==> src/design/mbtc_pkg.sv <==
// Shared types, codes and constants for the Modbus TCP transaction checker.
package mbtc_pkg;

    localparam int CFG_INDEX_W = 4;
    localparam int CFG_DATA_W  = 8;

    localparam logic [CFG_INDEX_W-1:0] CFG_UNIT_ID   = CFG_INDEX_W'(0);
    localparam logic [CFG_INDEX_W-1:0] CFG_THRESHOLD = CFG_INDEX_W'(1);

    localparam logic [7:0] UNIT_ID_RESET   = 8'hFF;
    localparam logic [3:0] THRESHOLD_RESET = 4'd3;

    localparam logic [2:0] OP_CONNECT    = 3'd0;
    localparam logic [2:0] OP_REQUEST    = 3'd1;
    localparam logic [2:0] OP_RX_BYTE    = 3'd2;
    localparam logic [2:0] OP_TIMEOUT    = 3'd3;
    localparam logic [2:0] OP_DISCONNECT = 3'd4;

    localparam logic [1:0] KIND_HEADER  = 2'd0;
    localparam logic [1:0] KIND_PAYLOAD = 2'd1;
    localparam logic [1:0] KIND_STATUS  = 2'd2;

    localparam logic [2:0] ST_OK      = 3'd0;
    localparam logic [2:0] ST_ID      = 3'd1;
    localparam logic [2:0] ST_PROTO   = 3'd2;
    localparam logic [2:0] ST_LEN     = 3'd3;
    localparam logic [2:0] ST_EXC     = 3'd4;
    localparam logic [2:0] ST_FUNC    = 3'd5;
    localparam logic [2:0] ST_TIMEOUT = 3'd6;
    localparam logic [2:0] ST_DOWN    = 3'd7;

    localparam logic [2:0]  MBAP_LAST_IDX = 3'd6;
    localparam logic [15:0] MIN_LEN       = 16'd2;
    localparam logic [15:0] MAX_LEN       = 16'd253;
    localparam logic [3:0]  HEADER_COUNT  = 4'd8;

    typedef struct packed {
        logic [2:0] opcode;
        logic [6:0] func_code;
        logic [7:0] data_len;
        logic [7:0] rx_byte;
    } item_t;

    typedef struct packed {
        logic [1:0] out_kind;
        logic [7:0] out_byte;
        logic [2:0] status;
        logic [7:0] exception_code;
        logic       peer_responded;
        logic       link_up;
        logic       last;
    } result_t;

    typedef struct packed {
        logic [3:0]      count;
        logic            hdr;
        logic            pay;
        logic [7:0][7:0] bytes;
        logic [2:0]      status;
        logic [7:0]      exc;
        logic            peer;
        logic            last;
        logic            link_up;
    } batch_t;

endpackage

==> src/design/mbtc_engine.sv <==
// Transaction state and per-item decode into a batch of results.
module mbtc_engine (
    input  logic              clk,
    input  logic              rst_n,
    input  logic              fire,
    input  mbtc_pkg::item_t   item,
    input  logic [7:0]        unit_id,
    input  logic [3:0]        threshold,
    output mbtc_pkg::batch_t  batch
);

    typedef enum logic [1:0] {PH_IDLE, PH_HEADER, PH_FUNC, PH_BODY} phase_t;

    phase_t      phase_reg, phase_next;
    logic [15:0] tid_reg, tid_next;
    logic [6:0]  fn_reg, fn_next;
    logic [2:0]  bidx_reg, bidx_next;
    logic [47:0] hshift_reg, hshift_next;
    logic [7:0]  remain_reg, remain_next;
    logic [2:0]  pend_reg, pend_next;
    logic [7:0]  exc_reg, exc_next;
    logic [3:0]  fail_reg, fail_next;
    logic        conn_reg, conn_next;

    logic        clr;
    logic        start;
    logic        ok_event;
    logic        fail_event;
    logic        close;
    logic [3:0]  fail_inc;
    logic [15:0] tid_inc;
    logic [8:0]  len9;
    logic [15:0] rx_len;
    logic [7:0]  rem_dec;
    logic [2:0]  close_st;
    logic [7:0]  close_exc;

    assign fail_inc = fail_reg + 4'd1;
    assign tid_inc  = tid_reg + 16'd1;
    assign len9     = 9'd2 + {1'b0, item.data_len};
    assign rx_len   = hshift_reg[15:0];
    assign rem_dec  = (remain_reg != 8'd0) ? remain_reg - 8'd1 : 8'd0;

    always_comb
    begin
        phase_next  = phase_reg;
        tid_next    = tid_reg;
        fn_next     = fn_reg;
        bidx_next   = bidx_reg;
        hshift_next = hshift_reg;
        remain_next = remain_reg;
        pend_next   = pend_reg;
        exc_next    = exc_reg;
        fail_next   = fail_reg;
        conn_next   = conn_reg;
        clr         = 1'b0;
        start       = 1'b0;
        ok_event    = 1'b0;
        fail_event  = 1'b0;
        close       = 1'b0;
        close_st    = mbtc_pkg::ST_OK;
        close_exc   = 8'd0;
        batch       = '0;

        unique case (item.opcode)
            mbtc_pkg::OP_CONNECT:
            begin
                if (!conn_reg)
                begin
                    conn_next = 1'b1;
                    tid_next  = 16'd0;
                    fail_next = 4'd0;
                    clr       = 1'b1;
                end
                batch.count = 4'd1;
            end
            mbtc_pkg::OP_REQUEST:
            begin
                if (!conn_reg)
                begin
                    batch.count  = 4'd1;
                    batch.status = mbtc_pkg::ST_DOWN;
                    batch.last   = 1'b1;
                end
                else
                begin
                    clr         = 1'b1;
                    start       = 1'b1;
                    tid_next    = tid_inc;
                    fn_next     = item.func_code;
                    batch.count = mbtc_pkg::HEADER_COUNT;
                    batch.hdr   = 1'b1;
                    batch.bytes[0] = tid_inc[15:8];
                    batch.bytes[1] = tid_inc[7:0];
                    batch.bytes[2] = 8'd0;
                    batch.bytes[3] = 8'd0;
                    batch.bytes[4] = {7'd0, len9[8]};
                    batch.bytes[5] = len9[7:0];
                    batch.bytes[6] = unit_id;
                    batch.bytes[7] = {1'b0, item.func_code};
                end
            end
            mbtc_pkg::OP_RX_BYTE:
            begin
                if (phase_reg == PH_HEADER)
                begin
                    if (bidx_reg < mbtc_pkg::MBAP_LAST_IDX)
                    begin
                        hshift_next = {hshift_reg[39:0], item.rx_byte};
                        bidx_next   = bidx_reg + 3'd1;
                    end
                    else if (hshift_reg[47:32] != tid_reg)
                    begin
                        clr = 1'b1; fail_event = 1'b1;
                        batch.count = 4'd1; batch.status = mbtc_pkg::ST_ID;
                        batch.last = 1'b1;
                    end
                    else if (hshift_reg[31:16] != 16'd0)
                    begin
                        clr = 1'b1; fail_event = 1'b1;
                        batch.count = 4'd1; batch.status = mbtc_pkg::ST_PROTO;
                        batch.last = 1'b1;
                    end
                    else if (rx_len < mbtc_pkg::MIN_LEN || rx_len > mbtc_pkg::MAX_LEN)
                    begin
                        clr = 1'b1; fail_event = 1'b1;
                        batch.count = 4'd1; batch.status = mbtc_pkg::ST_LEN;
                        batch.last = 1'b1;
                    end
                    else
                    begin
                        remain_next = rx_len[7:0] - 8'd1;
                        bidx_next   = 3'd0;
                        phase_next  = PH_FUNC;
                    end
                end
                else if (phase_reg == PH_FUNC || phase_reg == PH_BODY)
                begin
                    if (phase_reg == PH_FUNC)
                    begin
                        if (item.rx_byte == {1'b1, fn_reg})
                        begin
                            pend_next = mbtc_pkg::ST_EXC;
                            exc_next  = 8'd0;
                        end
                        else if (item.rx_byte != {1'b0, fn_reg})
                        begin
                            pend_next = mbtc_pkg::ST_FUNC;
                        end
                        else
                        begin
                            pend_next = mbtc_pkg::ST_OK;
                        end
                        bidx_next  = 3'd0;
                        phase_next = PH_BODY;
                    end
                    else
                    begin
                        if (pend_reg == mbtc_pkg::ST_OK)
                        begin
                            batch.count    = 4'd1;
                            batch.pay      = 1'b1;
                            batch.bytes[0] = item.rx_byte;
                        end
                        else if (pend_reg == mbtc_pkg::ST_EXC && bidx_reg == 3'd0)
                        begin
                            exc_next = item.rx_byte;
                        end
                        if (bidx_reg != 3'd7)
                        begin
                            bidx_next = bidx_reg + 3'd1;
                        end
                    end
                    remain_next = rem_dec;
                    if (rem_dec == 8'd0)
                    begin
                        close     = 1'b1;
                        close_st  = pend_next;
                        close_exc = (pend_next == mbtc_pkg::ST_EXC) ? exc_next : 8'd0;
                        clr       = 1'b1;
                        ok_event  = 1'b1;
                    end
                end
            end
            mbtc_pkg::OP_TIMEOUT:
            begin
                if (phase_reg != PH_IDLE)
                begin
                    clr = 1'b1; fail_event = 1'b1;
                    batch.count = 4'd1; batch.status = mbtc_pkg::ST_TIMEOUT;
                    batch.last = 1'b1;
                end
            end
            mbtc_pkg::OP_DISCONNECT:
            begin
                conn_next   = 1'b0;
                clr         = 1'b1;
                batch.count = 4'd1;
            end
            default:
            begin
            end
        endcase

        if (close)
        begin
            batch.count  = batch.count + 4'd1;
            batch.status = close_st;
            batch.exc    = close_exc;
            batch.peer   = 1'b1;
            batch.last   = 1'b1;
        end

        if (clr)
        begin
            phase_next  = PH_IDLE;
            bidx_next   = 3'd0;
            hshift_next = 48'd0;
            remain_next = 8'd0;
            pend_next   = mbtc_pkg::ST_OK;
            exc_next    = 8'd0;
        end
        if (start)
        begin
            phase_next = PH_HEADER;
        end

        if (ok_event)
        begin
            fail_next = 4'd0;
        end
        else if (fail_event)
        begin
            if (fail_inc >= threshold)
            begin
                conn_next = 1'b0;
                fail_next = 4'd0;
            end
            else
            begin
                fail_next = fail_inc;
            end
        end

        batch.link_up = conn_next;
    end

    always_ff @(posedge clk or negedge rst_n)
    begin
        if (!rst_n)
        begin
            phase_reg  <= PH_IDLE;
            tid_reg    <= 16'd0;
            fn_reg     <= 7'd0;
            bidx_reg   <= 3'd0;
            hshift_reg <= 48'd0;
            remain_reg <= 8'd0;
            pend_reg   <= mbtc_pkg::ST_OK;
            exc_reg    <= 8'd0;
            fail_reg   <= 4'd0;
            conn_reg   <= 1'b0;
        end
        else if (fire)
        begin
            phase_reg  <= phase_next;
            tid_reg    <= tid_next;
            fn_reg     <= fn_next;
            bidx_reg   <= bidx_next;
            hshift_reg <= hshift_next;
            remain_reg <= remain_next;
            pend_reg   <= pend_next;
            exc_reg    <= exc_next;
            fail_reg   <= fail_next;
            conn_reg   <= conn_next;
        end
    end

endmodule

==> src/design/mbtc_serializer.sv <==
// Result register that holds one batch and sends its results one per cycle unless stalled.
module mbtc_serializer (
    input  logic              clk,
    input  logic              rst_n,
    input  logic              fire,
    input  mbtc_pkg::batch_t  batch,
    output logic              can_load,
    output logic              result_valid,
    input  logic              result_stall,
    output mbtc_pkg::result_t result
);

    mbtc_pkg::batch_t batch_reg;
    logic [3:0]       count_reg;
    logic [2:0]       idx_reg;
    logic             take;
    logic             final_take;

    assign result_valid = (count_reg != 4'd0);
    assign take         = result_valid && !result_stall;
    assign final_take   = take && (idx_reg == 3'(count_reg - 4'd1));
    assign can_load     = !result_valid || final_take;

    always_comb
    begin
        result         = '0;
        result.link_up = batch_reg.link_up;
        if (batch_reg.hdr)
        begin
            result.out_kind = mbtc_pkg::KIND_HEADER;
            result.out_byte = batch_reg.bytes[idx_reg];
            result.last     = (idx_reg == 3'd7);
        end
        else if (batch_reg.pay && idx_reg == 3'd0)
        begin
            result.out_kind = mbtc_pkg::KIND_PAYLOAD;
            result.out_byte = batch_reg.bytes[0];
        end
        else
        begin
            result.out_kind       = mbtc_pkg::KIND_STATUS;
            result.status         = batch_reg.status;
            result.exception_code = batch_reg.exc;
            result.peer_responded = batch_reg.peer;
            result.last           = batch_reg.last;
        end
    end

    always_ff @(posedge clk)
    begin
        if (fire && batch.count != 4'd0)
        begin
            batch_reg <= batch;
        end
    end

    always_ff @(posedge clk or negedge rst_n)
    begin
        if (!rst_n)
        begin
            count_reg <= 4'd0;
            idx_reg   <= 3'd0;
        end
        else if (fire && batch.count != 4'd0)
        begin
            count_reg <= batch.count;
            idx_reg   <= 3'd0;
        end
        else if (final_take)
        begin
            count_reg <= 4'd0;
            idx_reg   <= 3'd0;
        end
        else if (take)
        begin
            idx_reg <= idx_reg + 3'd1;
        end
    end

endmodule

==> src/design/modbus_tcp_transaction_checker_top.sv <==
// Latency: an item's first result is valid the cycle after the item is taken.
// Throughput: one item per cycle with no result stall while each item makes at
// most one result; an item making n results holds the input until its last result
// is taken, and the next item is taken in that cycle (a request makes eight header
// results when linked). Reset: rst_n is asynchronous, active low; link down, ids
// and counts clear, unit_id returns to 0xFF and failure_threshold to 3.
module modbus_tcp_transaction_checker_top (
    input  logic                                clk,
    input  logic                                rst_n,
    input  logic                                item_valid,
    output logic                                item_stall,
    input  mbtc_pkg::item_t                     item,
    output logic                                result_valid,
    input  logic                                result_stall,
    output mbtc_pkg::result_t                   result,
    input  logic                                cfg_valid,
    output logic                                cfg_ready,
    input  logic [mbtc_pkg::CFG_INDEX_W-1:0]    cfg_index,
    input  logic [mbtc_pkg::CFG_DATA_W-1:0]     cfg_data
);

    logic             fire;
    logic             can_load;
    logic [7:0]       unit_id_reg;
    logic [3:0]       threshold_reg;
    mbtc_pkg::batch_t batch;

    assign cfg_ready  = 1'b1;
    assign item_stall = !can_load;
    assign fire       = item_valid && can_load;

    always_ff @(posedge clk or negedge rst_n)
    begin
        if (!rst_n)
        begin
            unit_id_reg   <= mbtc_pkg::UNIT_ID_RESET;
            threshold_reg <= mbtc_pkg::THRESHOLD_RESET;
        end
        else if (cfg_valid && cfg_ready)
        begin
            unique case (cfg_index)
                mbtc_pkg::CFG_UNIT_ID:   unit_id_reg   <= cfg_data[7:0];
                mbtc_pkg::CFG_THRESHOLD: threshold_reg <= cfg_data[3:0];
                default:
                begin
                end
            endcase
        end
    end

    mbtc_engine u_engine (
        .clk       (clk),
        .rst_n     (rst_n),
        .fire      (fire),
        .item      (item),
        .unit_id   (unit_id_reg),
        .threshold (threshold_reg),
        .batch     (batch)
    );

    mbtc_serializer u_serializer (
        .clk          (clk),
        .rst_n        (rst_n),
        .fire         (fire),
        .batch        (batch),
        .can_load     (can_load),
        .result_valid (result_valid),
        .result_stall (result_stall),
        .result       (result)
    );

`ifndef SYNTHESIS
    a_stall_only_when_busy: assert property (@(posedge clk) disable iff (!rst_n)
        item_stall |-> result_valid)
        else $error("item stalled with no result pending");

    a_header_link_up: assert property (@(posedge clk) disable iff (!rst_n)
        (result_valid && result.out_kind == mbtc_pkg::KIND_HEADER) |-> result.link_up)
        else $error("header result sent while link down");

    a_payload_fields: assert property (@(posedge clk) disable iff (!rst_n)
        (result_valid && result.out_kind == mbtc_pkg::KIND_PAYLOAD)
        |-> (result.status == mbtc_pkg::ST_OK && !result.last && result.link_up))
        else $error("payload result carries status or last");

    a_request_starts_batch: assert property (@(posedge clk) disable iff (!rst_n)
        (fire && item.opcode == mbtc_pkg::OP_REQUEST) |=> result_valid)
        else $error("request produced no result");
`endif

endmodule

==> config.mk <==
export PLATFORM = sky130hd
export DESIGN_NAME = modbus_tcp_transaction_checker_top
export DESIGN_NICKNAME = d
export VERILOG_FILES = /design/src/design/mbtc_pkg.sv /design/src/design/mbtc_engine.sv /design/src/design/mbtc_serializer.sv /design/src/design/modbus_tcp_transaction_checker_top.sv
export SDC_FILE = /design/constraint.sdc
export NUM_CORES = 1
export LEC_CHECK = 0
export ABC_AREA = 0
export BUFFER_PORTS_ARGS = -buffer_cell sky130_fd_sc_hd__buf_2
export CAP_MARGIN = 25
export CORE_MARGIN = 5
export CORE_UTILIZATION = 25
export CTS_CLUSTER_SIZE = 10
export DETAILED_ROUTE_END_ITERATION = 10
export PLACE_DENSITY = 0.47
export SLEW_MARGIN = 20
export SYNTH_ARGS = -nofsm -noshare
export SYNTH_HDL_FRONTEND = slang
export SYNTH_SLANG_ARGS = --single-unit
==> constraint.sdc <==
create_clock -name clk -period 6.9 [get_ports clk]
set_input_delay 1.38 -clock clk [delete_from_list [all_inputs] [get_ports clk]]
set_output_delay 1.38 -clock clk [all_outputs]
set_load 0.005 [all_outputs]
==> results by group, run 1 <==
Status
  • Status: finished clean

Floorplan
  • Core ar.: between 30,000 and 40,000 um2
  • IO Count: 70
  • DIE WIDTH: ~200 um
  • Starting Density: 25.3%
  • Die area: approximately 41,000 um2
  • FP Rows: 70
  • Die Y: roughly 200 um

Logic synthesis
  • Synth warn: 0
  • Mapped cell area: 9240 um2
  • Distinct cells, synth: between 60 and 70
  • Post-synth EDFFs: 56
  • Async set-reset flop share out of synthesis: between 60 and 70%
  • Post-synthesis sequential area ratio: between 50 and 60%
  • Synth top cells by count: 108 x dfrtp_1, 72 x nor2_1, 67 x nand2_1, 59 x a22o_1, 56 x edfxtp_1
  • Top FF cell, synth: dfrtp_1
  • Most frequent cell after synthesis: dfrtp_1
  • Mean Syn Cell Area: about 11 um2
  • Largest cells by area after synthesis: dfrtp_1 29%, edfxtp_1 18%, a22o_1 5.6%
  • Synth top area share: roughly 29%
  • Synth Register Bits: 174
  • Syn Nets: roughly 930
  • Synth area leader: dfrtp_1
  • Cell count after synthesis: about 870

Job
  • Maxcap violations: 0

Clock network
  • Cts bufs inserted: 17
  • Setup bufs post-CTS: 0
  • Clock Pin Slew Worst Setup and Hold Paths: ~70 ps
  • H-tree depth: 4
  • CTS tree: yes
  • Cts hold-fix bufs: 0
  • CTS max path bufs: 2
  • CTS root buffer: clkbuf_16
  • Clock latency at the later pin of the worst-skew pair: around 440 ps
  • Post-CTS resize count: 0
  • Clock tree sinks: approximately 170

Detailed routing
  • Starting DRT DRC Count: around 420
  • DR vias/cell: 4.82
  • Met2 wire length: ~11,000 um
  • ANT nets after route: 0
  • Detailed-route wire length per cell: about 18 um
  • TritonRoute pass-1 iters: 5
  • Met1 WL: about 12,000 um
  • Met3 wire len: between 900 and 1000 um
  • DRC: 0
  • Via count: 6,708
  • Top Layer Used: met5
  • WL final: approximately 25,000 um

Worst setup path
  • Setup CP Type: input port to flip-flop
  • CP startpoint kind: input port
  • Crit. End Element: flip-flop
  • Crit Path Max Fanout: 25
  • CP arrival: between 4000 and 5000 ps
  • Worst EP required: about 7000 ps

Cells and area
  • Total Nets Final: 980
  • Max reg flops: 55
  • Share of layout cells above drive strength 1: between 10% and 20%
  • # diodes: 0
  • Area Overhead vs Synth: 15.3%
  • Final Instance Count excl. Fillers: between 1,000 and 1,500

GRT
  • Largest net degree at the start of global routing: 62
  • First-pass GRT wire length: a little under 40,000 um
  • Grt total ovfl: 0
  • Initial antenna violation count: 2
  • GRT Util Overall: between 10% and 20%
  • Vias in the first global route: ~6,600

STA
  • Worst Tran Pin Value: roughly 930 ps
  • Setup_tns: 0 ps
  • Final Hold Violating Endpoints: 0
  • Final setup violation count: 0
  • Worst clock skew: 13.6 ps
  • Max-slew headroom: 37.4%
  • Period minus WS final: 4210 ps
  • Final period util: approximately 60%
  • Unrepaired setup endpoints after global routing: no
  • Max Fclk: 0.237 GHz
  • Slew Limit Fails: 0

Power and ir drop
  • Cell Pwr Density: roughly 360 nW/um2
  • Peak VDD IR: roughly 250 uV
  • Leakage Power: 4.41 nW
  • Total power: approximately 3.9 mW

Min path
  • Hold Crit Class: flip-flop to flip-flop

Placed design
  • Dpl hpwl: 17,700 um
  • Gp weighted congestion: about 0.86
  • Port Buffers: 68
  • Cell count after placement: ~1,400
[per-stage QoR]
stage	hold WS [ps]	util (%)	cell area, um2	worst slack [ps]
6_report	492	29.2	10700	2690
5_1_grt	522	29.2	10700	2430
4_1_cts	496	29.1	10600	2390
3_5_place_dp	476	27.5	10000	2210
3_3_place_gp	475	27.4	9990	1920
2_1_floorplan	456	-	9240	583
[kinds of logic (layout without fill, tap and decap cells)]
kind of cell / count (synthesis) / after routing / share of synthesized area, %
XOR/XNOR: 57 / 57 / 5.41
other: 1 / 1 / 0.0406
buffers and inverters: 85 / 145 / 4.01
multiplexers: 40 / 40 / 4.84
adder cells (fa/ha/maj): 25 / 25 / 3.39
AO/OA/AOI/OAI: 207 / 207 / 16.2
flip-flops: 174 / 174 / 50.3
AND/OR/NAND/NOR: 276 / 276 / 15.8
[worst max-delay path, stage by stage]
cell     delay (ps)
buf_2           140
or3b_1          520
nor2_1          230
nor2_1          110
a21oi_4         420
or3_1           220
inv_1            50
ha_1            220
a21oi_4         450
buf_16          230
buf_4           330
[metal layers]
layer | vias to the layer above | GRT usage, %
li1 | 3247 | -
met1 | 3294 | 17.6
met2 | 133 | 17.9
met3 | 30 | 2.66
met4 | 4 | 3.35
met5 | - | 0
[final timing paths]
| path | to | slack [ps] | depth (start not counted) | start |
|---|---|---|---|---|
| worst max-delay path | u_serializer.batch_reg[61] | 2690 | 11 | item[25] |
| worst min-delay path | u_engine.exc_reg[7] | 490 | 1 | u_engine.exc_reg[7] |
| worst max register to register | u_serializer.batch_reg[61] | 2820 | 12 | u_engine.phase_reg[1] |
| worst min register to register | u_engine.exc_reg[7] | 490 | 1 | u_engine.exc_reg[7] |
| max in group asynchronous | u_engine.hshift_reg[16] | 4600 | 2 | rst_n |
| min in group asynchronous | u_engine.exc_reg[5] | 1010 | 1 | rst_n |
[cell usage in the layout, fill, tap and decap left out, drive strengths merged, types with 6 or more instances in the layout]
cell type  instances
a22o              59
nand3             20
a21oi             23
nor2              72
mux2i             12
nand2b             7
dfrtp            108
clkbuf            18
o22ai              9
o21ai             50
inv               43
buf               77
mux2              27
xnor2             41
o31ai             12
a21o               6
xor2              16
nor4              18
o2bb2ai           10
ha                25
nand4             18
nor3              12
edfxtp            56
nand2             67
a22oi              9
and2              33
a31oi              9
dfstp             10
[power by group]
part           internal, mW  switching, mW
clock network         0.558          0.453
logic                 0.572          0.836
registers              1.27          0.185
[layout make-up]
class                      count  area (um2)
clock buffer                  18         439
clock inverter                14         174
fill                        3774       25900
inverter                      36         135
multi-input combinational    606        4240
sequential                   174        4650
tap                          468         586
timing repair buffer          77         434
Note: power is estimated with default switching activity, not from simulation.
==> inputs of run 2 (changes only) <==
==> constraint.sdc (replaced) <==
create_clock -name clk -period 4.3 [get_ports clk]
set_input_delay 0.86 -clock clk [delete_from_list [all_inputs] [get_ports clk]]
set_output_delay 0.86 -clock clk [all_outputs]
set_load 0.005 [all_outputs]
==> results by group, run 2 (synthesis gave the netlist of run 1 again) <==
Power and ir drop
  • Leakage Power: 4.44 nW (was 4.41 nW)
  • Peak VDD IR: 225 uV (was 252 uV)
  • Total power: 6.17 mW (was 3.88 mW)
  • Cell Pwr Density: 578 nW/um2 (was 364 nW/um2)

STA
  • Worst clock skew: 12.2 ps (was 13.6 ps)
  • Worst Tran Pin Value: 920 ps (was 930 ps)
  • Final period util: between 70 and 80%
  • Final Hold Violating Endpoints: 0 (unchanged)
  • Unrepaired setup endpoints after global routing: no (unchanged)
  • Setup_tns: 0 ps (unchanged)
  • Period minus WS final: roughly 3300 ps
  • Max Fclk: between 0.2 and 0.3 GHz
  • Worst setup margin: 961 ps (was 2690 ps)
  • Max-slew headroom: 38.1% (was 37.4%)
  • Slew Limit Fails: 0 (unchanged)
  • Final setup violation count: 0 (unchanged)

Cells and area
  • Register Area: 4650 um2 (unchanged)
  • Max reg flops: 55 (unchanged)
  • # diodes: 0 (unchanged)
  • Area Overhead vs Synth: 15.5% (was 15.3%)
  • Most common cell after layout, fill and taps aside: dfrtp_1 (unchanged)
  • Final instance area: 10,700 um2 (about the same)
  • Most frequent cells in the layout: 108 x dfrtp_1, 72 x nor2_1, 67 x nand2_1, 67 x buf_2, 59 x a22o_1 (unchanged)
  • Share of layout cells above drive strength 1: 18.8% (was 18.2%)
  • Total Nets Final: 988 (was 980)
  • Fill count: 3,718 (was 3,774)
  • Area of the multi-input gates: 4230 um2 (was 4240 um2)

Floorplan
  • Die Y: 202 um (unchanged)
  • DIE WIDTH: 202 um (unchanged)
  • Die area: 40,900 um2 (unchanged)
  • Starting Density: 25.3% (unchanged)
  • FP Rows: 70 (unchanged)
  • IO Count: 70 (unchanged)
  • Core ar.: 36,500 um2 (unchanged)

Detailed routing
  • ANT nets after route: 0 (unchanged)
  • Via count: 6,720 (was 6,708)
  • WL final: 24,700 um (about the same)
  • Starting DRT DRC Count: 511 (was 422)
  • TritonRoute pass-1 iters: 5 (unchanged)
  • Detailed-route wire length per cell: 17.6 um (was 17.7 um)
  • DRC: 0 (unchanged)
  • DR vias/cell: 4.80 (was 4.82)

Clock network
  • Post-CTS resize count: 0 (unchanged)
  • CTS max path bufs: 2 (unchanged)
  • Cts hold-fix bufs: 0 (unchanged)
  • Clock Pin Slew Worst Setup and Hold Paths: 70 ps (about the same)
  • H-tree depth: 4 (unchanged)
  • CTS tree: yes (unchanged)
  • Clock tree sinks: 174 (unchanged)
  • Setup bufs post-CTS: 0 (unchanged)
  • Cts bufs inserted: 17 (unchanged)
  • CTS root buffer: clkbuf_16 (unchanged)
  • Clock latency at the later pin of the worst-skew pair: 440 ps (about the same)

Placed design
  • Post-Place Setup Slack: 618 ps (was 2210 ps)
  • Gp weighted congestion: 0.844 (was 0.858)
  • Placed Instance Area: 10,100 um2 (was 10,000 um2)
  • Port Buffers: 68 (unchanged)
  • Dpl hpwl: 17,900 um (was 17,700 um)

Worst setup path
  • Crit Path Max Fanout: 25 (unchanged)
  • Setup CP Type: flip-flop to flip-flop (was input port to flip-flop)
  • Crit. End Element: flip-flop (unchanged)
  • R2R setup slack: 960 ps (was 2820 ps)
  • CP arrival: 3450 ps (was 4320 ps)
  • CP startpoint kind: flip-flop (was input port)
  • Worst EP required: 4410 ps (was 7010 ps)

Job
  • Maxcap violations: 0 (unchanged)

GRT
  • Vias in the first global route: 6,602 (was 6,639)
  • Largest net degree at the start of global routing: 62 (unchanged)
  • First-pass GRT wire length: 39,200 um (was 38,900 um)
  • GRT Util Overall: 12.0% (about the same)
  • Initial antenna violation count: 1 (was 2)
  • Grt total ovfl: 0 (unchanged)

Min path
  • Hold Crit Class: flip-flop to flip-flop (unchanged)

Status
  • Status: finished clean (unchanged)
run 2: cell type report:
| cell class | instances | share of cell area, % |
|---|---|---|
| Clock inverter | 15 | 1.55 |
| Sequential cell | 174 | 43.6 |
| Inverter | 36 | 1.27 |
| Clock buffer | 17 | 3.99 |
| Timing Repair Buffer | 85 | 4.53 |
| Tap cell | 468 | 5.49 |
| Multi-Input combinational cell | 606 | 39.6 |
run 2: through the flow:
step	hold WS (ps)	util, %	cells
2_1_floorplan	456	-	865
4_1_cts	497	29.2	1401
3_3_place_gp	478	27.6	1369
6_report	492	29.2	1401
3_5_place_dp	474	27.6	1369
5_1_grt	523	29.2	1401
run 2: worst paths after layout:
check                                        endpoint  cells past startpoint             startpoint
max                        u_serializer.batch_reg[54]                     11  u_engine.phase_reg[1]
min reg2reg                       u_engine.exc_reg[7]                      1    u_engine.exc_reg[7]
min in group asynchronous        u_engine.bidx_reg[0]                      1                  rst_n
max in group asynchronous         u_engine.tid_reg[4]                      2                  rst_n
min                               u_engine.exc_reg[7]                      1    u_engine.exc_reg[7]
max reg2reg                u_serializer.batch_reg[54]                     11  u_engine.phase_reg[1]
run 2: routing by layer:
layer / up-vias / GRT usage [%] / part of all wire (%)
met4: 0 / 2.62 / 0.76
li1: 3251 / - / -
met1: 3333 / 17.7 / 50
met3: 14 / 2.52 / 4.0
met5: - / 0 / 0
met2: 122 / 18.2 / 45
run 2: report_power, final:
| group | internal, mW | total, mW | switching, mW | leakage (nW) |
|---|---|---|---|---|
| Clock | 0.786 | 1.56 | 0.777 | 0.289 |
| Combinational | 0.928 | 2.30 | 1.38 | 2.03 |
| Sequential | 2.04 | 2.30 | 0.264 | 2.11 |
run 2: critical path, cell delays in order (launching register included):
cell     delay, ps
dfrtp_1        400
inv_1          100
ha_1           670
nand3_1        240
nor2_1         240
nor2_1         110
a21oi_4        160
or3_1          160
inv_1           50
ha_1           220
a21oi_4        260
buf_4          380
==> inputs of run 3 (changes only) <==
--- a/config.mk
+++ b/config.mk
@@ -12,7 +12,7 @@
 export CORE_UTILIZATION = 25
 export CTS_CLUSTER_SIZE = 10
 export DETAILED_ROUTE_END_ITERATION = 10
-export PLACE_DENSITY = 0.47
+export PLACE_DENSITY = 0.48
 export SLEW_MARGIN = 20
 export SYNTH_ARGS = -nofsm -noshare
 export SYNTH_HDL_FRONTEND = slang
==> constraint.sdc (replaced) <==
create_clock -name clk -period 2.73 [get_ports clk]
set_input_delay 0.546 -clock clk [delete_from_list [all_inputs] [get_ports clk]]
set_output_delay 0.546 -clock clk [all_outputs]
set_load 0.005 [all_outputs]
==> results by group, run 3 (synthesis gave the netlist of run 1 again) <==
Status
  • Status: finished clean (unchanged)

Floorplan
  • DIE WIDTH: 202 um (unchanged)
  • FP Rows: 70 (unchanged)
  • Core ar.: 36,500 um2 (unchanged)
  • IO Count: 70 (unchanged)
  • Die Y: 202 um (unchanged)
  • Die area: 40,900 um2 (unchanged)
  • Starting Density: 25.3% (unchanged)

Worst setup path
  • Worst path slowest cell: or4bb_1 (was ha_1)
  • Worst EP required: 2880 ps (was 4410 ps)
  • Slowest stage delay, CP: 510 ps (was 670 ps)
  • Setup CP Type: flip-flop to flip-flop (unchanged)
  • Crit. End Element: flip-flop (unchanged)
  • CP startpoint kind: flip-flop (unchanged)
  • CP arrival: 2830 ps (was 3450 ps)
  • CP top delay family: simple AND/OR/NAND/NOR gates (was adder cells)
  • Crit path buf inv count: 3 (unchanged)
  • Critical path cell sequence: ha_2, or4bb_1, o211ai_2, nor4_4, a21oi_4, or3_4, inv_2, ha_4, a21oi_4, buf_12, clkbuf_16 (was inv_1, ha_1, nand3_1, nor2_1, nor2_1, a21oi_4, or3_1, inv_1, ha_1, a21oi_4, buf_4)
  • Most used cell, CP: a21oi_4
  • Crit Path Max Fanout: 10 (was 25)

Power and ir drop
  • Cell Pwr Density: 905 nW/um2 (was 578 nW/um2)
  • P_int: 6.54 mW (was 3.75 mW)
  • Leakage Power: 4.91 nW (was 4.44 nW)
  • Clock share of power: 22.7% (was 25.3%)
  • Switching power: 3.91 mW (was 2.42 mW)
  • Total power: 10.5 mW (was 6.17 mW)
  • Reg power frac: 34.2% (was 37.3%)
  • Combinational power share: 43.0% (was 37.3%)
  • Peak VDD IR: 475 uV (was 225 uV)
  • Sw Share: 37.4% (was 39.2%)

Clock network
  • Clock Pin Slew Worst Setup and Hold Paths: 70 ps (about the same)
  • H-tree depth: 4 (unchanged)
  • CTS root buffer: clkbuf_16 (unchanged)
  • Clock latency at the later pin of the worst-skew pair: 430 ps (was 440 ps)
  • CTS max path bufs: 2 (unchanged)
  • CTS tree: yes (unchanged)
  • Cts bufs inserted: 17 (unchanged)
  • Clock tree sinks: 174 (unchanged)

Placed design
  • Dpl hpwl: 18,300 um (was 17,900 um)
  • Gp weighted congestion: 0.839 (was 0.844)
  • Port Buffers: 68 (unchanged)

STA
  • Final Hold Violating Endpoints: 0 (unchanged)
  • Worst clock skew: 10.4 ps (was 12.2 ps)
  • Max-slew headroom: 60.4% (was 38.1%)
  • Final period util: 98.4% (was 77.7%)
  • Slew Limit Fails: 0 (unchanged)
  • Period minus WS final: 2690 ps (was 3340 ps)
  • Unrepaired setup endpoints after global routing: yes (was no)
  • Worst Tran Pin Value: 595 ps (was 920 ps)
  • Max Fclk: 0.372 GHz (was 0.299 GHz)
  • Final setup violation count: 0 (unchanged)

Cells and area
  • Most common cell after layout, fill and taps aside: dfrtp_1 (unchanged)
  • Area of the multi-input gates: 4320 um2 (was 4230 um2)
  • Total Nets Final: 1,074 (was 988)
  • Area Overhead vs Synth: 25.0% (was 15.5%)
  • Core Util, Final: 31.6% (was 29.2%)
  • Fill count: 3,690 (was 3,718)
  • # diodes: 0 (unchanged)
  • Most frequent cells in the layout: 106 x dfrtp_1, 91 x buf_4, 71 x nor2_1, 67 x nand2_1, 67 x buf_2 (was 108 x dfrtp_1, 72 x nor2_1, 67 x nand2_1, 67 x buf_2, 59 x a22o_1)
  • Register Area: 4650 um2 (about the same)
  • Max reg flops: 55 (unchanged)
  • Share of layout cells above drive strength 1: 27.2% (was 18.8%)

Detailed routing
  • TritonRoute pass-1 iters: 5 (unchanged)
  • Via count: 7,052 (was 6,720)
  • DR vias/cell: 4.74 (was 4.80)
  • ANT nets after route: 0 (unchanged)
  • DRC: 0 (unchanged)
  • Detailed-route wire length per cell: 17.0 um (was 17.6 um)
  • WL final: 25,200 um (was 24,700 um)
  • Starting DRT DRC Count: 405 (was 511)

GRT
  • Grt total ovfl: 0 (unchanged)
  • GRT Util Overall: 12.2% (was 12.0%)
  • Vias in the first global route: 7,055 (was 6,602)
  • Largest net degree at the start of global routing: 76 (was 62)
  • Initial antenna violation count: 0 (was 1)
  • First-pass GRT wire length: 40,200 um (was 39,200 um)

Job
  • Maxcap violations: 0 (unchanged)

Min path
  • Hold Crit Class: input port to flip-flop (was flip-flop to flip-flop)
==> run 3: cell count changes in the layout (fill, tap and decap cells not counted), sizes merged <==
| cell | change |
|---|---|
| buf | +83 |
| clkinv | +4 |
| inv | -4 |
| clkbuf | +2 |
| dlygate4sd3 | +1 |
==> run 3: path summary, 6_finish.rpt <==
check                                             from                          to  slack (ps)  depth (start not counted)
worst min register to register     u_engine.exc_reg[7]         u_engine.exc_reg[7]         490                          1
worst max-delay path            u_engine.hshift_reg[0]  u_serializer.batch_reg[21]          40                         11
max in group asynchronous                        rst_n              unit_id_reg[5]        1510                          3
worst min-delay path                          item[16]          u_engine.fn_reg[0]         330                          3
worst max register to register  u_engine.hshift_reg[0]  u_serializer.batch_reg[21]          40                         11
min in group asynchronous                        rst_n        u_engine.bidx_reg[1]         500                          2
==> run 3: what timing repair did <==
action	CTS	global route
cloned	0	2
endpoints found under the setup margin	76	81
hold buffers	1	0
hold endpoints to repair	12	0
buffers inserted	1	9
pin swaps	3	6
gates resized for setup	5	16
==> run 3: per-stage QoR <==
stage	cell area, um2	hold WS (ps)	cells	setup WS, ps	setup TNS (ps)
2_1_floorplan	9260	250	865	-831	-46220
3_3_place_gp	10700	420	1442	-63.6	-2280
3_5_place_dp	10700	422	1442	-121	-5880
4_1_cts	11400	321	1476	12.8	0
5_1_grt	11500	337	1487	-55.4	-2230
6_report	11500	333	1487	43.8	0
==> run 3: routing by layer <==
metal	track usage [%]	part of all wire, %	vias to the layer above
met5	0	0	-
met3	1.94	2.8	12
met1	17.9	51	3507
met2	19.1	46	104
li1	-	-	3429
met4	2.59	0.81	0
==> run 3: power by group through the flow <==
stage / Combinational, mW / Sequential (mW) / Clock, mW
after detailed placement: 4.31 / 3.63 / 0
after floorplan: 2.75 / 3.49 / 0
after global placement: 4.33 / 3.62 / 0
final: 4.50 / 3.58 / 2.38
after CTS: 4.36 / 3.58 / 2.45
after global routing: 4.96 / 3.64 / 2.56
==> run 3: tightest hold or removal path, stage by stage <==
cell	delay, ps
buf_2	90
nand2_1	40
nand2_1	50
==> run 3: layout make-up <==
cell class / count / area share (%)
timing repair buffer: 171 / 11.1
clock inverter: 15 / 1.32
sequential: 174 / 40.3
multi-input combinational: 606 / 37.4
inverter: 36 / 1.17
clock buffer: 17 / 3.68
tap: 468 / 5.07
